===== src/rtl/deq_pkg.sv =====
// Shared types and constants for the double-ended queue unit.
`timescale 1ns / 1ps

package deq_pkg;

  localparam int DEQ_CAPACITY   = 64;
  localparam int DEQ_WORD_BITS  = 32;
  localparam int DEQ_COUNT_BITS = $clog2(DEQ_CAPACITY + 1);
  localparam int DEQ_DATA_W     = 32;
  localparam int DEQ_KIND_W     = 3;
  localparam int DEQ_STATUS_W   = 2;

  typedef enum logic [DEQ_KIND_W-1:0] {
    KIND_PUSH_FRONT = 3'd0,
    KIND_PUSH_BACK  = 3'd1,
    KIND_POP_FRONT  = 3'd2,
    KIND_POP_BACK   = 3'd3,
    KIND_CLEAR      = 3'd4
  } kind_t;

  typedef enum logic [DEQ_STATUS_W-1:0] {
    STATUS_OK    = 2'd0,
    STATUS_EMPTY = 2'd1,
    STATUS_FULL  = 2'd2
  } status_t;

  typedef enum logic [1:0] {
    S_IDLE = 2'b01,
    S_LOAD = 2'b10
  } state_t;

endpackage


===== src/rtl/deq_ring_ram.sv =====
// Ring storage: one write port, two registered read ports.
`timescale 1ns / 1ps

module deq_ring_ram
  import deq_pkg::*;
#(
  parameter int DEPTH     = DEQ_CAPACITY,
  parameter int WIDTH     = DEQ_WORD_BITS,
  parameter int ADDR_BITS = $clog2(DEPTH)
) (
  input  logic                 clk,
  input  logic                 wr_en,
  input  logic [ADDR_BITS-1:0] wr_addr,
  input  logic [WIDTH-1:0]     wr_data,
  input  logic                 rd_en,
  input  logic [ADDR_BITS-1:0] rd_addr0,
  input  logic [ADDR_BITS-1:0] rd_addr1,
  output logic [WIDTH-1:0]     rd_data0,
  output logic [WIDTH-1:0]     rd_data1
);

  logic [WIDTH-1:0] mem [DEPTH];

  always_ff @(posedge clk) begin
    if (wr_en) begin
      mem[wr_addr] <= wr_data;
    end
  end

  // read-first: a same-cycle write is forwarded by the caller
  always_ff @(posedge clk) begin
    if (rd_en) begin
      rd_data0 <= mem[rd_addr0];
      rd_data1 <= mem[rd_addr1];
    end
  end

endmodule


===== config.mk =====
export PLATFORM = sky130hd
export DESIGN_NAME = deq_ring_ram
export DESIGN_NICKNAME = d
export VERILOG_FILES = /design/src/rtl/deq_pkg.sv /design/src/rtl/deq_ring_ram.sv
export SDC_FILE = /design/constraint.sdc
export NUM_CORES = 2
export LEC_CHECK = 0
export BUFFER_PORTS_ARGS = -buffer_cell sky130_fd_sc_hd__buf_2
export CAP_MARGIN = 20
export CORE_MARGIN = 5
export CORE_UTILIZATION = 57
export CTS_CLUSTER_SIZE = 10
export DETAILED_ROUTE_END_ITERATION = 6
export PLACE_DENSITY = 0.72
export REMOVE_ABC_BUFFERS = 1
export SLEW_MARGIN = 20
export SYNTH_ARGS = -nofsm -noshare
export SYNTH_HDL_FRONTEND = slang
export SYNTH_SLANG_ARGS = --single-unit

===== constraint.sdc =====
create_clock -name clk -period 3.2 [get_ports clk]
set_input_delay 0.16 -clock clk [delete_from_list [all_inputs] [get_ports clk]]
set_output_delay 0.16 -clock clk [all_outputs]
set_load 0.005 [all_outputs]

==> flow_summary_export.csv <==
group,metric,value,unit
job,maxCapViolations,0,
logic_synthesis,synth_area_leader_cell,"edfxtp_1",
detailed_routing,postRouteWirelength,293,mm
clock_network,clkTransAtPathRegs,0.06,ns
floorplan,coreArea,168000,um2
worst_hold_path,hp-class,"in -> reg",
place,portBuffers,116,
final_layout,layout-drive-gt1-share,40.4,%
clock_network,h-tree-depth,4,
critical_path,path_class,"in -> reg",
detailed_routing,drtIter0Drc,8851,
place,hpwlAfterDp,169,mm
critical_path,crit_arrival,3.10,ns
detailed_routing,antenna_left,0,
logic_synthesis,yosys_warnings,0,
logic_synthesis,netlist_top_cells_count,"edfxtp_1, mux4_2, mux2i_1",
detailed_routing,vias_per_cell,7.70,
timing,relSlewSlack,24.6,%
final_layout,multi_input_area,31600,um2
detailed_routing,top_layer,"met5",
timing,setup_viol_count_final,0,
logic_synthesis,syn_area,96300,um2
clock_network,cts_tree,"yes",
detailed_routing,num_vias,54300,
timing,rsz0062_at_grt,"no",
logic_synthesis,yosys.cell_types.count,37,
floorplan,rows,150,
logic_synthesis,yosys_most_used_dff,"edfxtp_1",
detailed_routing,wl_met2,136,mm
detailed_routing,drc,0,
logic_synthesis,ys_ff_latch,2112,
timing,final-max-slew-violation-count,0,
floorplan,ios,117,
critical_path,worst_ep_required_time,3.77,ns
timing,period_share,79.2,%
clock_network,clk_root_buffer_cell,"clkbuf_16",
logic_synthesis,synth.avg_cell_area,21.8,um2
grt,antenna_found_initial,18,
timing,fmax,0.395,GHz
grt,grt_pass1_vias,54300,
final_layout,syn2layout_area_growth,13.5,%
logic_synthesis,yosysTopAreaCellShare,65.9,%
final_layout,post-route-util,65.2,%
grt,grt_pass1_wl,412,mm
detailed_routing,wl_met1,101,mm
critical_path,crit_path_end_kind,"register",
power_and_ir_drop,ir_drop,0.494,mV
grt,grt_max_degree,73,
detailed_routing,wl_met3,41.1,mm
critical_path,cp_num_buf_inv,4,
critical_path,startpoint_type,"primary input",
clock_network,clockBufferDepth,3,
clock_network,post_cts_buffers,0,
final_layout,n_fill_cell,10600,
power_and_ir_drop,power.leakage,0.0345,uW
logic_synthesis,ys_async_sr_fraction,0,%
logic_synthesis,synth-edff-count,2112,
logic_synthesis,synth_area_leaders,"edfxtp_1, mux4_2, mux2i_1",
clock_network,clock_latency,0.86,ns
logic_synthesis,yosysSeqAreaShare,65.9,%
logic_synthesis,synth_cells,4412,
detailed_routing,dr.pass1.iters,5,
critical_path,critPathMaxStageDelay,0.69,ns
clock_network,clock-sinks,2112,
grt,track_usage,33.1,%
critical_path,critPathTopFamily,"buffers and inverters",
place,place.gp.congestion,0.837,
critical_path,critPathMaxFanout,13,
floorplan,die_x,421,um
clock_network,cts_buffers,232,
final_layout,seq_area,63400,um2
critical_path,cp_slowest_cell,"inv_2",
grt,grt_overflow,0,
detailed_routing,wl_per_cell,41.6,um
floorplan,start_util,57.5,%
floorplan,dieArea,177000,um2
clock_network,cts-resized-gates,0,
timing,fin_setup_tns,0,ns
final_layout,layout.nets,4854,
timing,fin_crit,2.53,ns
logic_synthesis,yosysMostFrequentCell,"edfxtp_1",
critical_path,worstPathCellList,"dlygate4sd3_1 > buf_2 > inv_2 > buf_4 > mux4_2 > o22ai_1 > nor2_1",
power_and_ir_drop,power.density,540,nW/um2
timing,report.final.hold_viol_count,0,
status,outcome,"finished clean",
timing,worst_clock_skew,0.0233,ns
floorplan,die_h,421,um
timing,tightest_slew,1.13,ns
==> layer usage <==
layer | vias up | global-route usage (%)
met2 | 4405 | 50.6
met3 | 741 | 9.27
met1 | 28900 | 45.7
met5 | - | 0
met4 | 4 | 14.2
li1 | 20300 | -
==> worst reg2reg max path, stage by stage, from the launching register on <==
cell and delay, ns:
edfxtp_1 0.37, mux4_2 0.49, mux2i_1 0.17, a21oi_1 0.24, a221oi_1 0.79, a211oi_1 0.09
==> state kept, by name, indices dropped and copies added (netlist names) <==
name / cells
mem: 2048
rd_data0: 32
rd_data1: 32
==> power by group <==
part	internal [uW]	leakage [uW]	switching [uW]	total, uW
sequential	30800	0.0191	172	30900
clock	12800	0.00297	10100	22900
combinational	2250	0.0125	2950	5200
==> layout make-up <==
cell class | count | area share (%)
clock inverters | 19 | 0.133
well taps | 2204 | 2.52
multi-input cells | 1952 | 29.0
flip-flops and latches | 2112 | 58.0
inverters | 1 | 0.00343
diodes | 7 | 0.0160
clock buffers | 253 | 5.42
repair buffers | 502 | 4.92
==> cell families after synthesis <==
group	synth area share [%]
AND/OR/NAND/NOR	1.13
buffers and inverters	1.81
multiplexers	28.8
AO/OA/AOI/OAI	2.38
flip-flops	65.9
==> cells in the final DEF (no fill, tap or decap), types with 7 or more instances in the layout <==
cell type,n
inv_6,7
diode_2,7
a21oi_1,58
edfxtp_1,2112
mux4_2,1124
clkbuf_1,19
a22oi_1,85
o221ai_1,16
o21ai_0,18
clkbuf_16,234
a221oi_1,13
nor2b_1,16
nor2_1,31
o21ai_1,31
nand2_1,91
a32oi_1,9
a211oi_1,15
buf_2,83
buf_4,247
o32a_1,9
clkinv_1,8
mux2_2,36
mux2i_1,204
nand2b_1,7
dlygate4sd3_1,30
buf_12,135
o211ai_1,27
o22ai_1,56
nand3_1,9
nor2_4,63
==> path summary, 6_finish.rpt <==
path                                            start                      to  slack, ns  depth (start not counted)
worst max register to register  mem[61][17]$_DFFE_PP_  rd_data0[17]$_DFFE_PP_       0.77                          5
worst min register to register   mem[39][7]$_DFFE_PP_   rd_data0[7]$_DFFE_PP_       0.97                          4
worst min-delay path                      wr_data[17]   mem[40][17]$_DFFE_PP_       0.07                          1
worst max-delay path                      rd_addr0[4]   rd_data0[3]$_DFFE_PP_       0.67                          7
==> through the flow <==
step / power (uW) / std cells / setup slack [ns] / area, um2 / hold WS, ns
floorplan: 33600 / 4065 / -0.00919 / 94600 / 0.259
global placement: 36500 / 6740 / 0.104 / 103000 / 0.554
detailed placement: 36600 / 6740 / 0.0679 / 103000 / 0.555
CTS: 59100 / 7019 / 0.759 / 109000 / 0.000387
global route: 60600 / 7046 / 0.527 / 109000 / 0.0532
finish: 59000 / 7050 / 0.665 / 109000 / 0.0737
==> repair_timing <==
item                                    CTS  global route
hold buffers                              7            23
endpoints found under the setup margin    0             0
endpoints found under the hold margin    99          1472
Note: power is estimated with default switching activity, not from simulation.
